<file path="src/hw/rtl/fbd_pkg.sv">
package fbd_pkg;

  // Field widths
  localparam int unsigned BaudW   = 24;
  localparam int unsigned StoredW = 32;
  localparam int unsigned ClkW    = 32;
  localparam int unsigned DivW    = 27;
  localparam int unsigned MantW   = 23;
  localparam int unsigned RemW    = 10;
  localparam int unsigned FracW   = 4;

  // Dividend is clock_hz * 1000 / 16, which needs 38 bits; one cell per quotient bit
  localparam int unsigned DvdW    = 38;
  localparam int unsigned QuotW   = 32;

  localparam logic [9:0]  DecScale   = 10'd1000;
  localparam logic [8:0]  HalfScale  = 9'd500;

  // mant = (q * MantRecip) >> MantShift, exact for any 32-bit q
  localparam logic [28:0] MantRecip  = 29'd274877907;
  localparam int unsigned MantShift  = 38;

  // frac = (x * FracRecip) >> FracShift, exact for x below 16500
  localparam logic [14:0] FracRecip  = 15'd16778;
  localparam int unsigned FracShift  = 24;

  // Data carried along the divider chain
  typedef struct packed {
    logic [BaudW-1:0]   rem;     // partial remainder
    logic [DvdW-1:0]    dq;      // dividend bits left to use, quotient bits shifted in
    logic [BaudW-1:0]   baud;
    logic [StoredW-1:0] stored;
  } fbd_item_t;

endpackage

</file>
<file path="src/hw/rtl/fbd_fin.sv">
module fbd_fin import fbd_pkg::*; (
  input  logic               clk_i,
  input  logic               rst_ni,
  input  logic               en_i,
  input  logic               valid_i,
  input  fbd_item_t          item_i,
  output logic               valid_o,
  output logic [DivW-1:0]    divisor_o,
  output logic               mismatch_o,
  output logic               overflow_o
);

  logic [3:0] valid_q;

  // Stage 1: overflow check, mantissa by reciprocal multiply
  logic [QuotW-1:0]          q32;
  logic [60:0]               mant_prod;
  logic [QuotW-1:0]          s1_q_q;
  logic [MantW-1:0]          s1_mant_q;
  logic                      s1_ovf_q;
  logic [StoredW-1:0]        s1_stored_q;

  // Stage 2: remainder modulo 1000
  logic [32:0]               back_prod;
  logic [RemW-1:0]           rem;
  logic [RemW-1:0]           s2_rem_q;
  logic [MantW-1:0]          s2_mant_q;
  logic                      s2_ovf_q;
  logic [StoredW-1:0]        s2_stored_q;

  // Stage 3: rounded fraction, 0..16
  logic [14:0]               frac_x;
  logic [29:0]               frac_prod;
  logic [FracW:0]            s3_frac_q;
  logic [MantW-1:0]          s3_mant_q;
  logic                      s3_ovf_q;
  logic [StoredW-1:0]        s3_stored_q;

  // Stage 4: carry of a full fraction, compare, output register
  logic [MantW-1:0]          mant_f;
  logic [FracW-1:0]          frac_f;
  logic [DivW-1:0]           div_d;
  logic [DivW-1:0]           div_q;
  logic                      mismatch_q;
  logic                      ovf_q;

  always_comb begin
    q32       = item_i.dq[QuotW-1:0];
    mant_prod = 61'(q32) * 61'(MantRecip);
  end

  always_comb begin
    back_prod = 33'(s1_mant_q) * 33'(DecScale);
    rem       = s1_q_q[RemW-1:0] - back_prod[RemW-1:0];
  end

  // (rem*16 + 500) / 1000 gives the fraction already rounded half up
  always_comb begin
    frac_x    = {1'b0, s2_rem_q, 4'b0000} + 15'(HalfScale);
    frac_prod = 30'(frac_x) * 30'(FracRecip);
  end

  always_comb begin
    mant_f = s3_mant_q + MantW'(s3_frac_q[FracW]);
    frac_f = s3_frac_q[FracW] ? '0 : s3_frac_q[FracW-1:0];
    div_d  = {mant_f, frac_f};
  end

  always_ff @(posedge clk_i or negedge rst_ni) begin
    if (!rst_ni) begin
      valid_q <= '0;
    end else if (en_i) begin
      valid_q <= {valid_q[2:0], valid_i};
    end
  end

  always_ff @(posedge clk_i) begin
    if (en_i) begin
      s1_q_q      <= q32;
      s1_mant_q   <= mant_prod[MantShift +: MantW];
      s1_ovf_q    <= |item_i.dq[DvdW-1:QuotW];
      s1_stored_q <= item_i.stored;

      s2_rem_q    <= rem;
      s2_mant_q   <= s1_mant_q;
      s2_ovf_q    <= s1_ovf_q;
      s2_stored_q <= s1_stored_q;

      s3_frac_q   <= frac_prod[FracShift +: (FracW + 1)];
      s3_mant_q   <= s2_mant_q;
      s3_ovf_q    <= s2_ovf_q;
      s3_stored_q <= s2_stored_q;

      div_q       <= div_d;
      mismatch_q  <= (s3_stored_q != {{(StoredW-DivW){1'b0}}, div_d});
      ovf_q       <= s3_ovf_q;
    end
  end

  assign valid_o    = valid_q[3];
  assign divisor_o  = div_q;
  assign mismatch_o = mismatch_q;
  assign overflow_o = ovf_q;

endmodule

</file>
<file path="config.mk">
export PLATFORM = sky130hd
export DESIGN_NAME = fbd_fin
export DESIGN_NICKNAME = d
export VERILOG_FILES = /design/src/hw/rtl/fbd_pkg.sv /design/src/hw/rtl/fbd_fin.sv
export SDC_FILE = /design/constraint.sdc
export NUM_CORES = 1
export LEC_CHECK = 0
export BUFFER_PORTS_ARGS = -buffer_cell sky130_fd_sc_hd__buf_2
export CORE_MARGIN = 2
export CORE_UTILIZATION = 60
export DETAILED_ROUTE_END_ITERATION = 8
export GPL_TIMING_DRIVEN = 0
export PLACE_DENSITY = 0.79
export SYNTH_ARGS = -nofsm -noshare
export SYNTH_HDL_FRONTEND = slang
export SYNTH_SLANG_ARGS = --single-unit
export TNS_END_PERCENT = 10
</file>
<file path="constraint.sdc">
create_clock -name clk_i -period 8.5 [get_ports clk_i]
set_clock_uncertainty 0.15 [all_clocks]
set_input_delay 0.425 -clock clk_i [delete_from_list [all_inputs] [get_ports clk_i]]
set_output_delay 0.425 -clock clk_i [all_outputs]
set_load 0.02 [all_outputs]
</file>
==> reports/qor.txt <==
Tightest Pin Transition - 0.794 ns
Layout Nets - 3251
Max Fclk - 139 MHz
CP required - 8.60 ns
Die Area - 43000 um^2
Distinct cells, synth - 62
#FFs+latches synth - 226
layout cells sized above 1 - 6.92%
first-pass GRT wire length - 84700 um
storage element area - 6770 um^2
Synth Warn # - 0
Hold WS - 0.0148 ns
pin count of the biggest net entering global routing - 119
GP Congestion - 0.935
1st-pass router iterations - 5
Setup Fix Bufs, Post-CTS - 0
Seq/Total Area, Yosys - 27.3%
EDFF count, synth - 222
CP Data Arrival Time - 7.31 ns
Mapped Area - 24800 um^2
Top FF cell, synth - edfxtp_1
GRT Overall Usage - 24.7%
Hold Fails Final Rpt - 0
DP Area - 26000 um^2
Synth Instances - 2161
core area - 40800 um^2
Diodes inserted - 0
Post-DP HPWL - 42000 um
TNS Setup - 0 ns
syn nets - 3089
Die X - 207 um
Worst R2R Path Depth - 25
number of CTS-inserted buffers - 23
RSZ-0062 raised after global routing - no
CTS tree - built
worst-path maximum fanout - 11
Worst slew margin - 47.1%
reg2reg end - s3_frac_q[4]$_DFFE_PP_
Clock Sinks - 226
Startpoint Class - input port
initial antenna violation count - 0
# setup viols final - 0
vias in the first global route - 17.1k
WL/cell - 17.9 um
# fillers - 3004
# IOs - 152
status - finished, final reports clean
Via density - 5.42
die span in y - 207 um
Final Slew Violations - 0
Reg2Reg Setup Slack - 2.65 ns
CP endpoint - s1_mant_q[22]$_DFFE_PP_
Max Cap Viol - 0
vias - 15.6k
routed wire length - 51500 um
Starting Density - 60.7%
Final Cell Area - 27100 um^2
R2R Path Start - s2_rem_q[0]$_DFFE_PP_
Hold Path Depth - 2
Routed Antenna Nets - 0
Period minus WS final - 7.21 ns
multi-input logic area - 15700 um^2
Core Util, Final - 66.4%
CP startpoint - item_i[62]
detailed-route DRC error count - 0
H-tree depth - 1
Overflow after GRT - 0
WS Path Type - input port to flop
Post-CTS Resized - 0
Synth async-reset ratio - 1.77%
Hold Path Class - input port to flop
Clk Latency, worst-skew pair - 0.50 ns
period utilisation layout - 84.8%
Clk Tree Root Cell - clkbuf_16
row cnt - 74
clk slew on worst S/H paths - 0.06 ns
initial DRC count - 844
Area Growth Syn to Fin - 9.31%
syn avg cell area - 11.5 um^2
Critical Path End Type - flop
CTS Buffer Depth - 3
Port Buffer Count - 103
==> per-stage QoR <==
| stage | worst slack [ns] | cells |
|---|---|---|
| after floorplan | 1.82 | 2161 |
| after CTS | 1.36 | 2872 |
| final | 1.29 | 2872 |
| after detailed placement | 0.833 | 2797 |
| after global routing | 1.01 | 2872 |
| after global placement | 0.868 | 2796 |
==> per-layer routing <==
metal	up-vias	track usage, %	part of all wire, %
li1	7341	-	-
met1	7701	31.9	42
met2	411	44.0	50
met3	110	2.89	4.6
met4	0	7.46	3.3
met5	-	0	0
==> how the worst min path moves through the flow <==
| stage | slack, ns | to | start |
|---|---|---|---|
| 2_1_floorplan | -0.02 | valid_q[0]$_DFFE_PN0P_ | rst_ni |
| 3_3_place_gp | 0.08 | valid_q[0]$_DFFE_PN0P_ | rst_ni |
| 3_5_place_dp | 0.08 | valid_q[2]$_DFFE_PN0P_ | rst_ni |
| 4_1_cts | 0.006 | valid_q[0]$_DFFE_PN0P_ | valid_i |
| 5_1_grt | 0.006 | valid_q[0]$_DFFE_PN0P_ | valid_i |
| 6_report | 0.01 | valid_q[0]$_DFFE_PN0P_ | valid_i |
==> flip-flops by register name (all words and copies together) (netlist names) <==
register,cells
s2_ovf_q,1
valid_q,4
s2_stored_q,32
s1_mant_q,23
s3_stored_q,32
s2_rem_q,10
s3_mant_q,23
s2_mant_q,23
overflow_o,1
mismatch_o,1
s1_ovf_q,1
s3_frac_q,5
s1_stored_q,32
divisor_o,27
s3_ovf_q,1
s1_q_q,10
==> worst max-delay path, stage by stage <==
cell	delay, ns
buf_2	0.35
ha_1	0.35
fa_1	0.41
fa_1	0.55
inv_1	0.05
fa_1	0.49
inv_1	0.05
fa_1	0.46
ha_1	0.34
fa_1	0.54
inv_1	0.05
fa_1	0.50
inv_1	0.04
ha_1	0.35
a21oi_1	0.19
o211ai_1	0.11
o21ai_0	0.51
a21oi_1	0.26
or4_1	0.67
nand3_1	0.16
a21oi_1	0.09
or3_1	0.35
==> cell families after synthesis <==
| logic type | share of synthesized area, % |
|---|---|
| simple gates | 4.79 |
| fa+ha+maj | 50.3 |
| flops | 27.3 |
| compound gates | 4.55 |
| xor+xnor | 3.28 |
| buf+inv | 9.59 |
| mux | 0.227 |
==> final cells by class <==
class	count	share of cell area, %
multi-input cells	1304	57.7
well taps	532	2.46
clock buffers	25	2.15
inverters	624	8.64
clock inverters	17	0.651
plain buffers	7	0.134
flip-flops and latches	226	25.0
repair buffers	137	3.26
==> cell usage in the layout, fill, tap and decap left out, types with 14 or more instances in the layout <==
master / instances
inv_1: 624
ha_1: 489
fa_1: 317
edfxtp_1: 222
buf_2: 104
a21oi_1: 64
xnor2_1: 58
nand2_1: 46
nor2_1: 40
xor2_1: 35
o21ai_0: 33
dlygate4sd3_1: 33
nand4_1: 28
nand3_1: 26
a21o_1: 25
clkbuf_16: 23
nor3_1: 16
nor2b_1: 14
==> synthesized netlist by cell type (all sizes together), types with 14 or more instances <==
library cell  number  area share, %
a21o              25           0.76
a21oi             64            1.3
edfxtp           222             27
fa               317             26
ha               489             25
inv              624            9.4
nand2             46           0.70
nand3             27           0.57
nand4             29           0.79
nor2              40           0.61
nor2b             14           0.35
nor3              17           0.39
o21ai             33           0.67
xnor2             58            2.0
xor2              35            1.2
==> timing repair <==
action	in CTS	in global routing
endpoints found under the hold margin	36	0
hold buffers	33	0
endpoints found under the setup margin	0	0
Power is left out: the tool's default activity adds up to more than one toggle a clock period on the data nets, which glitch-free logic cannot reach.
