### src/hw/rtl/fbd_pkg.sv
package fbd_pkg;

  // Field widths
  localparam int unsigned BaudW   = 24;
  localparam int unsigned StoredW = 32;
  localparam int unsigned ClkW    = 32;
  localparam int unsigned DivW    = 27;
  localparam int unsigned MantW   = 23;
  localparam int unsigned RemW    = 10;
  localparam int unsigned FracW   = 4;

  // Dividend is clock_hz * 1000 / 16, which needs 38 bits; one cell per quotient bit
  localparam int unsigned DvdW    = 38;
  localparam int unsigned QuotW   = 32;

  localparam logic [9:0]  DecScale   = 10'd1000;
  localparam logic [8:0]  HalfScale  = 9'd500;

  // mant = (q * MantRecip) >> MantShift, exact for any 32-bit q
  localparam logic [28:0] MantRecip  = 29'd274877907;
  localparam int unsigned MantShift  = 38;

  // frac = (x * FracRecip) >> FracShift, exact for x below 16500
  localparam logic [14:0] FracRecip  = 15'd16778;
  localparam int unsigned FracShift  = 24;

  // Data carried along the divider chain
  typedef struct packed {
    logic [BaudW-1:0]   rem;     // partial remainder
    logic [DvdW-1:0]    dq;      // dividend bits left to use, quotient bits shifted in
    logic [BaudW-1:0]   baud;
    logic [StoredW-1:0] stored;
  } fbd_item_t;

endpackage

### src/hw/rtl/fbd_div_cell.sv
module fbd_div_cell import fbd_pkg::*; (
  input  logic      clk_i,
  input  logic      rst_ni,
  input  logic      en_i,
  input  logic      valid_i,
  input  fbd_item_t item_i,
  output logic      valid_o,
  output fbd_item_t item_o
);

  logic [BaudW:0] shifted;
  logic [BaudW:0] diff;
  logic           ge;
  fbd_item_t      item_d;
  fbd_item_t      item_q;
  logic           valid_q;

  // One restoring step: bring down the next dividend bit, subtract if it fits.
  // A zero baud always fits, which yields an all-ones quotient.
  always_comb begin
    shifted = {item_i.rem, item_i.dq[DvdW-1]};
    diff    = shifted - {1'b0, item_i.baud};
    ge      = (shifted >= {1'b0, item_i.baud});
    item_d        = item_i;
    item_d.rem    = ge ? diff[BaudW-1:0] : shifted[BaudW-1:0];
    item_d.dq     = {item_i.dq[DvdW-2:0], ge};
  end

  always_ff @(posedge clk_i or negedge rst_ni) begin
    if (!rst_ni) begin
      valid_q <= 1'b0;
    end else if (en_i) begin
      valid_q <= valid_i;
    end
  end

  always_ff @(posedge clk_i) begin
    if (en_i) begin
      item_q <= item_d;
    end
  end

  assign valid_o = valid_q;
  assign item_o  = item_q;

endmodule

### config.mk
export PLATFORM = sky130hd
export DESIGN_NAME = fbd_div_cell
export DESIGN_NICKNAME = d
export VERILOG_FILES = /design/src/hw/rtl/fbd_pkg.sv /design/src/hw/rtl/fbd_div_cell.sv
export SDC_FILE = /design/constraint.sdc
export NUM_CORES = 1
export LEC_CHECK = 0
export ABC_AREA = 0
export BUFFER_PORTS_ARGS = -buffer_cell sky130_fd_sc_hd__buf_2
export CORE_MARGIN = 1
export CORE_UTILIZATION = 48
export CTS_CLUSTER_DIAMETER = 200
export DETAILED_ROUTE_END_ITERATION = 8
export PLACE_DENSITY = 0.81
export SETUP_SLACK_MARGIN = 0.2
export SLEW_MARGIN = 10
export SYNTH_ARGS = -nofsm -noshare
export SYNTH_HDL_FRONTEND = slang
export SYNTH_SLANG_ARGS = --single-unit
### constraint.sdc
create_clock -name clk_i -period 1.1 [get_ports clk_i]
set_clock_uncertainty 0.2 [all_clocks]
set_input_delay 0 -clock clk_i [delete_from_list [all_inputs] [get_ports clk_i]]
set_output_delay 0 -clock clk_i [all_outputs]
set_load 0.05 [all_outputs]
==> metrics.json, run 1 <==
{
  "grt_repair_worst_endpoint": "item_o[115]$_DFFE_PP_/D",
  "status": "stopped before the end",
  "ys.warnings.count": 0,
  "cts-buffers-inserted": 17,
  "grt_remaining_overflow": 717,
  "port-buffer-count": 240,
  "asr_flop_ratio_synth": 0.00840,
  "die_w_um": 110,
  "worstEpCategory": "register data pin",
  "die_h_um": 110,
  "post_synth_inst_count": 399,
  "yosys_most_used_dff": "edfxtp_1",
  "synth-edff-count": 118,
  "mappedNetlistNets": 546,
  "synth.mux.area_fraction": 0.0256,
  "synth-seq-area-share": 0.641,
  "gp_congestion": 0.917,
  "ys_types": 61,
  "maximum_number_of_pins_on_one_net_before_global_route_repair": 52,
  "initial_core_util": 0.503,
  "synth_top_family_by_area": "compound AO/OA/AOI/OAI gates",
  "synth-compound-area-share": 0.131,
  "synth_fa_ha_area_frac": 0.0575,
  "h-tree-depth": 4,
  "err": "[ERROR GRT-0232] Routing congestion too high. Check the congestion heatmap in the GUI.",
  "cts_root_buf": "clkbuf_16",
  "synth-seq-cells": 119,
  "postSynthAreaPerCell_um2": 14.0,
  "yosys.area_share.xor_xnor": 0.0173,
  "synth_simple_gate_area_frac": 0.0863,
  "flow.stopped_at": "global routing",
  "cts.path.max_buffers": 2,
  "clock_sink_count": 119,
  "total_standard_cell_area_after_synthesis_um2": 5570,
  "ios": 241,
  "place.detailed.hpwl_um": 13500,
  "dp_slack_ns": -1.42,
  "placementRows": 38,
  "grt_use_total": 0.948
}
[cell families after synthesis]
| logic type | count (synthesis) |
|---|---|
| adders and majority gates | 25 |
| AOI/OAI and AO/OA | 96 |
| DFF | 119 |
| buffers and inverters | 49 |
| and+or+nand+nor | 88 |
| xor gates and xnor gates | 11 |
| muxes | 11 |
[routing by layer]
metal,track usage,GRT overflow
met1,0.862,15
met2,1.21,505
met3,0.716,13
met4,1.09,181
met5,0.402,3
[Yosys cell counts, drive strengths merged (3+ instances only)]
library cell	number	area, um^2
a21boi	4	30.0
xor2	3	26.3
nand2	16	60.1
nor2	11	57.6
o211ai	3	22.5
nand3	16	80.1
mux2	11	143
o31ai	7	52.6
o21ai	15	75.1
clkbuf	6	22.5
nor3	13	65.1
and3	7	48.8
nor2b	4	25.0
nand4	7	43.8
a21oi	24	120
a211oi	3	22.5
edfxtp	118	3540
o21a	9	67.6
a31oi	3	33.8
or3	4	25.0
a2111oi	3	51.3
buf	9	78.8
xnor2	8	70.1
inv	34	133
o31a	4	35.0
o2111ai	3	26.3
o221ai	4	35.0
ha	24	300
[stage by stage]
stage	instances	utilization	TNS [ns]	hold slack, ns	area [um^2]
CTS	1025	0.971	-27.85	-0.430	10800
floorplan	399	-	-25.12	-0.496	5680
detailed placement	878	0.708	-33.86	-0.419	7840
global placement	878	0.708	-31.22	-0.425	7840
[timing repair]
action | CTS
pin swaps | 33
resized for setup | 336
hold buffers | 98
cloned | 1
setup endpoints to repair | 145
hold endpoints to repair | 237
buffers inserted | 16
==> inputs of run 2 (changes only) <==
CORE_UTILIZATION = 40   (was 48)
CTS_CLUSTER_DIAMETER = default   (was 200)
PLACE_DENSITY = default   (was 0.81)
PLACE_DENSITY_LB_ADDON = 0.15   (was default)
SETUP_SLACK_MARGIN = default   (was 0.2)
==> metrics.json, run 2 <==
{
  "synth-edff-count": 118,
  "timing.reg2reg.setup_slack_ns": 0.06,
  "timing.critical_path.from_type": "input port",
  "p_total_mw": 17.0,
  "die_w_um": 120,
  "initial_core_util": 0.416,
  "global_route_wire_length_before_repair_um": 33000,
  "rsz_0062_raised_after_global_routing": "yes",
  "maxCapViolations": 0,
  "drtPass1Iterations": 5,
  "shortest_clock_period_the_worst_path_allows_after_layout_ns": 1.93,
  "power_density_nw_per_um2": 1530,
  "route.detailed.wl_per_inst_um": 21.3,
  "yosys.cell_count.top_type": "edfxtp_1",
  "failed_checks": "negative hold slack, negative setup slack",
  "post_synth_inst_count": 399,
  "finalWorstSetupSlack_ns": -0.831,
  "gr-usage-met2": 0.571,
  "h-tree-depth": 4,
  "final.period_utilization": 1.76,
  "hold-path-endpoint": "item_o[33]$_DFFE_PP_",
  "mostFrequentLayoutCells": "buf_6 (136), buf_4 (120), edfxtp_1 (118), dlygate4sd3_1 (117), buf_2 (106)",
  "maximum_number_of_pins_on_one_net_before_global_route_repair": 47,
  "worstSetupEndpointType": "register",
  "clock_sink_count": 119,
  "hold-path-cell-count": 1,
  "critical-path-top-delay-family": "compound AO/OA/AOI/OAI gates",
  "cts.clk_slew.worst_paths_ns": 0.06,
  "timing_worst_slew_pin_value_ns": 0.419,
  "utilization": 0.829,
  "mappedNetlistNets": 546,
  "ys_types": 61,
  "dieArea_um2": 14400,
  "synth-seq-cells": 119,
  "p_leak_nw": 4.71,
  "cts-buffers-inserted": 17,
  "rr_worst_depth": 1,
  "detailroute.via_count": 5609,
  "finalSetupViolations": 144,
  "port-buffer-count": 240,
  "timing.rr.end": "valid_o$_DFFE_PN0P_",
  "timing_worst_setup_path_type": "input port to register",
  "grt_use_met1": 0.340,
  "met3_usage": 0.0775,
  "drt_iter0_markers": 447,
  "dp_slack_ns": -1.45,
  "post_place_cell_area_um2": 7850,
  "worst_skew_pair.late_latency_ns": 0.42,
  "fin_area_um2": 11100,
  "cts.path.max_buffers": 2,
  "die_h_um": 120,
  "timing.critical_path.required_ns": 1.07,
  "finalHoldViolCount": 120,
  "clock.fmax_ghz": 0.518,
  "synth_largest_type_area_fraction": 0.636,
  "placementRows": 42,
  "yosys_most_used_dff": "edfxtp_1",
  "cts_tree": "yes",
  "vias_per_cell": 5.19,
  "route.antenna.remaining_nets": 0,
  "core_area_um2": 13400,
  "vias_in_the_first_global_route": 5951,
  "gp_congestion": 0.883,
  "total_standard_cell_area_after_synthesis_um2": 5570,
  "status": "finished, violations left",
  "maximum_vdd_ir_drop_mv": 1.11,
  "setup_total_negative_slack_ns": -29.52,
  "cp_slowest_cell": "a2111oi_4",
  "placed_cells": 909,
  "fin_nets": 1036,
  "layout_commonest_cell": "buf_6",
  "place.detailed.hpwl_um": 12500,
  "worst_rel_slew_slack": 0.719,
  "finalNonFillerCells": 1080,
  "routed_wl_um": 23000,
  "grt_use_total": 0.312,
  "holdCritPathClass": "input port to register",
  "asr_flop_ratio_synth": 0.00840,
  "worst-endpoint-arrival_ns": 1.90,
  "drt_drc_violations_left": 0,
  "final_max_slew_viol_count": 0,
  "hold_ws_ns": -0.420,
  "yosys-top-cells-area": "edfxtp_1 (64%), ha_1 (5.4%), inv_1 (2.2%)",
  "number_of_antenna_violations_at_the_first_check_in_global_routing": 2,
  "yosysTopAreaCell": "edfxtp_1",
  "timing.critical_path.buf_inv": 3,
  "worst_r2r_startpoint": "valid_o$_DFFE_PN0P_",
  "postSynthAreaPerCell_um2": 14.0,
  "ys.warnings.count": 0,
  "hold_path_startpoint": "item_i[33]",
  "path_cells": "buf_6, inv_2, ha_4, nand3_2, o21bai_4, a2111oi_4, o311a_4, nor2_8, inv_8, mux2_4",
  "cts_root_buf": "clkbuf_16",
  "areaGrowthSynthToFinish_pct": 99.4,
  "ios": 241,
  "synth-seq-area-share": 0.641,
  "post_synth_most_frequent_cells": "edfxtp_1 (118), inv_1 (33), a21oi_1 (24), ha_1 (24)",
  "cp_max_fo": 7,
  "largest_register_ffs": 118,
  "critical-path-max-stage-delay_ns": 0.41,
  "final_layout_size_suffix_gt1_frac": 0.560,
  "grt_remaining_overflow": 0,
  "top_usage_layer": "met2"
}
[run 2: cell counts after synthesis]
No cell type changed its count.
[run 2: worst max path at each step]
stage / cells after the start / end / startpoint
after floorplan: 9 / item_o[104]$_DFFE_PP_ / item_i[97]
after global placement: 10 / item_o[108]$_DFFE_PP_ / item_i[93]
after detailed placement: 10 / item_o[108]$_DFFE_PP_ / item_i[93]
after CTS: 10 / item_o[105]$_DFFE_PP_ / item_i[39]
after global routing: 10 / item_o[97]$_DFFE_PP_ / item_i[34]
final: 10 / item_o[105]$_DFFE_PP_ / item_i[34]
[run 2: cell families (layout without fill, tap and decap cells)]
family | after synthesis | after routing | share of synthesized area
AOI/OAI and AO/OA | 96 | 96 | 0.131
DFF | 119 | 119 | 0.641
xor gates and xnor gates | 11 | 11 | 0.0173
buffers and inverters | 49 | 552 | 0.0420
muxes | 11 | 11 | 0.0256
and+or+nand+nor | 88 | 88 | 0.0863
adders and majority gates | 25 | 25 | 0.0575
other | 0 | 2 | 0
[run 2: power breakdown]
part,switching [mW],internal (mW),leakage [nW]
Sequential,0.238,5.51,1.17
Combinational,3.01,2.39,3.26
Clock,2.25,3.58,0.287
[run 2: cell type report]
| class | count | area, um^2 |
|---|---|---|
| diodes | 2 | 5.00 |
| clock buffers | 18 | 429 |
| fillers | 688 | 2290 |
| inverters | 34 | 148 |
| multi-input cells | 231 | 2310 |
| flip-flops and latches | 119 | 3570 |
| clock inverters | 14 | 175 |
| repair buffers | 485 | 4240 |
| repair inverters | 1 | 8.76 |
| well taps | 176 | 220 |
[run 2: what timing repair did]
item,4_1_cts,5_1_grt
hold buffers,115,2
resized for setup,343,20
pin swaps,33,20
endpoints found under the hold margin,232,120
gates cloned,1,0
endpoints found under the setup margin,144,144
setup buffers,20,1
[run 2: layer usage]
layer / wire length (um) / share of wire
met1: 8670 / 0.38
met2: 12000 / 0.52
met4: 892 / 0.039
met5: 0 / 0
met3: 1510 / 0.065
Note: power is estimated with default switching activity, not from simulation.
==> inputs of run 3 (changes only) <==
--- a/config.mk
+++ b/config.mk
@@ -12,3 +12,4 @@
 export DETAILED_ROUTE_END_ITERATION = 8
-export PLACE_DENSITY_LB_ADDON = 0.15
+export PLACE_DENSITY_LB_ADDON = 0.3
+export SKIP_LAST_GASP = 1
 export SLEW_MARGIN = 10
==> constraint.sdc (replaced) <==
create_clock -name clk_i -period 1.1 [get_ports clk_i]
set_clock_uncertainty 0.2 [all_clocks]
set_input_delay 0.11 -clock clk_i [delete_from_list [all_inputs] [get_ports clk_i]]
set_output_delay 0.11 -clock clk_i [all_outputs]
set_load 0.05 [all_outputs]
==> metrics.json, run 3 (same netlist as run 2, synthesis figures left out) <==
{
  "timing.reg2reg.setup_slack_ns": 0.12,
  "drt_drc_violations_left": 0,
  "critical-path-max-stage-delay_ns": 0.31,
  "crit_end": "item_o[98]$_DFFE_PP_",
  "areaGrowthSynthToFinish_pct": 102,
  "timing.rr.end": "valid_o$_DFFE_PN0P_",
  "ios": 241,
  "cts.clk_slew.worst_paths_ns": 0.06,
  "initial_core_util": 0.416,
  "timing.critical_path.buf_inv": 2,
  "worst_skew_pair.late_latency_ns": 0.41,
  "detailroute.via_count": 5681,
  "die_h_um": 120,
  "timing.critical_path.from_type": "input port",
  "layout_commonest_cell": "buf_6",
  "critical-path-top-delay-family": "compound AO/OA/AOI/OAI gates",
  "maximum_vdd_ir_drop_mv": 1.08,
  "routed_wl_um": 22700,
  "worst_r2r_startpoint": "valid_o$_DFFE_PN0P_",
  "number_of_antenna_violations_at_the_first_check_in_global_routing": 3,
  "cts-buffers-inserted": 17,
  "p_leak_nw": 4.80,
  "area.sequential_um2": 3570,
  "dp_slack_ns": -1.57,
  "rr_worst_depth": 1,
  "timing.critical_path.required_ns": 1.07,
  "global_route_wire_length_before_repair_um": 32900,
  "clock_sink_count": 119,
  "worst_rel_slew_slack": 0.720,
  "route.antenna.remaining_nets": 0,
  "placementRows": 42,
  "cts_root_buf": "clkbuf_16",
  "cts_tree": "yes",
  "finalSetupViolations": 144,
  "pwr-share-comb": 0.330,
  "drtPass1Iterations": 5,
  "maxCapViolations": 0,
  "timing_worst_setup_path_type": "input port to register",
  "grt_use_total": 0.311,
  "timing.critical_path.from": "item_i[99]",
  "fin_nets": 1047,
  "largest_register_ffs": 118,
  "status": "finished, violations left",
  "mostFrequentLayoutCells": "buf_6 (135), buf_4 (133), edfxtp_1 (118), dlygate4sd3_1 (112), buf_2 (105)",
  "p_sw_mw": 5.50,
  "swShare": 0.331,
  "finalWorstSetupSlack_ns": -0.972,
  "power_density_nw_per_um2": 1480,
  "internal_power_mw": 11.1,
  "holdCritPathClass": "input port to register",
  "worstSetupEndpointType": "register",
  "final.period_utilization": 1.88,
  "rsz_0062_raised_after_global_routing": "yes",
  "h-tree-depth": 4,
  "drt_iter0_markers": 464,
  "grt_remaining_overflow": 0,
  "route.detailed.wl_per_inst_um": 20.8,
  "setup_total_negative_slack_ns": -45.41,
  "vias_in_the_first_global_route": 6052,
  "path_cells": "buf_8, ha_4, and4_4, and3_4, a311oi_4, a21bo_4, nor2_8, inv_8, mux2_4",
  "cts.path.max_buffers": 2,
  "critical_path_cell_count": 9,
  "place.detailed.hpwl_um": 12900,
  "dieArea_um2": 14400,
  "timing_worst_slew_pin_value_ns": 0.420,
  "clock.fmax_ghz": 0.483,
  "gp_congestion": 0.896,
  "multi_input_comb_area_um2": 2380,
  "vias_per_cell": 5.21,
  "utilization": 0.840,
  "maximum_number_of_pins_on_one_net_before_global_route_repair": 21,
  "cp_slowest_cell": "a311oi_4",
  "die_w_um": 120,
  "final_layout_size_suffix_gt1_frac": 0.575,
  "nFillCells": 631,
  "port-buffer-count": 240,
  "core_area_um2": 13400,
  "final_max_slew_viol_count": 0,
  "shortest_clock_period_the_worst_path_allows_after_layout_ns": 2.07,
  "finalHoldViolCount": 14,
  "cp_max_fo": 7,
  "hold_ws_ns": -0.108,
  "failed_checks": "negative hold slack, negative setup slack",
  "p_total_mw": 16.6,
  "worst-endpoint-arrival_ns": 2.04,
  "pwr-share-seq": 0.346,
  "clock_power_share": 0.324
}
## run 3: layout make-up
class	instances	area share
diodes	1	0.000222
clock buffers	18	0.0381
clock inverters	14	0.0127
inverters	34	0.0131
multi-input cells	231	0.211
flip-flops and latches	119	0.317
well taps	176	0.0196
repair buffers	496	0.387
repair inverters	1	0.00100
## run 3: layer usage
| layer | global-route usage | share of wire | vias up |
|---|---|---|---|
| li1 | - | - | 2556 |
| met1 | 0.341 | 0.35 | 2748 |
| met2 | 0.563 | 0.53 | 303 |
| met3 | 0.0760 | 0.079 | 70 |
| met4 | 0.144 | 0.039 | 4 |
| met5 | 0 | 0.0012 | - |
## run 3: metrics by stage
step | instance area (um^2) | cells
5_1_grt | 11300 | 1090
3_3_place_gp | 8000 | 925
2_1_floorplan | 5680 | 399
4_1_cts | 10900 | 1082
6_report | 11300 | 1090
3_5_place_dp | 8000 | 925
## run 3: worst min-delay path by stage
stage / startpoint / slack [ns] / end / depth (start not counted)
2_1_floorplan: rst_ni / -0.39 / valid_o$_DFFE_PN0P_ / 0
3_3_place_gp: rst_ni / -0.31 / valid_o$_DFFE_PN0P_ / 1
3_5_place_dp: rst_ni / -0.31 / valid_o$_DFFE_PN0P_ / 1
4_1_cts: item_i[33] / -0.33 / item_o[33]$_DFFE_PP_ / 1
5_1_grt: en_i / -0.11 / item_o[41]$_DFFE_PP_ / 2
6_report: en_i / -0.11 / item_o[40]$_DFFE_PP_ / 2
## run 3: timing repair
item	CTS	global route
resized for setup	323	57
gates cloned	1	0
setup endpoints to repair	144	144
pin swaps	25	10
buffers inserted	13	7
hold buffers	111	1
hold endpoints to repair	126	16
## run 3: power by group through the flow
stage	clock network, mW	registers (mW)	logic, mW
2_1_floorplan	0	7.21	1.01
3_3_place_gp	0	5.68	3.96
3_5_place_dp	0	5.69	4.00
4_1_cts	5.37	5.72	5.12
5_1_grt	5.66	5.78	5.69
6_report	5.38	5.76	5.48
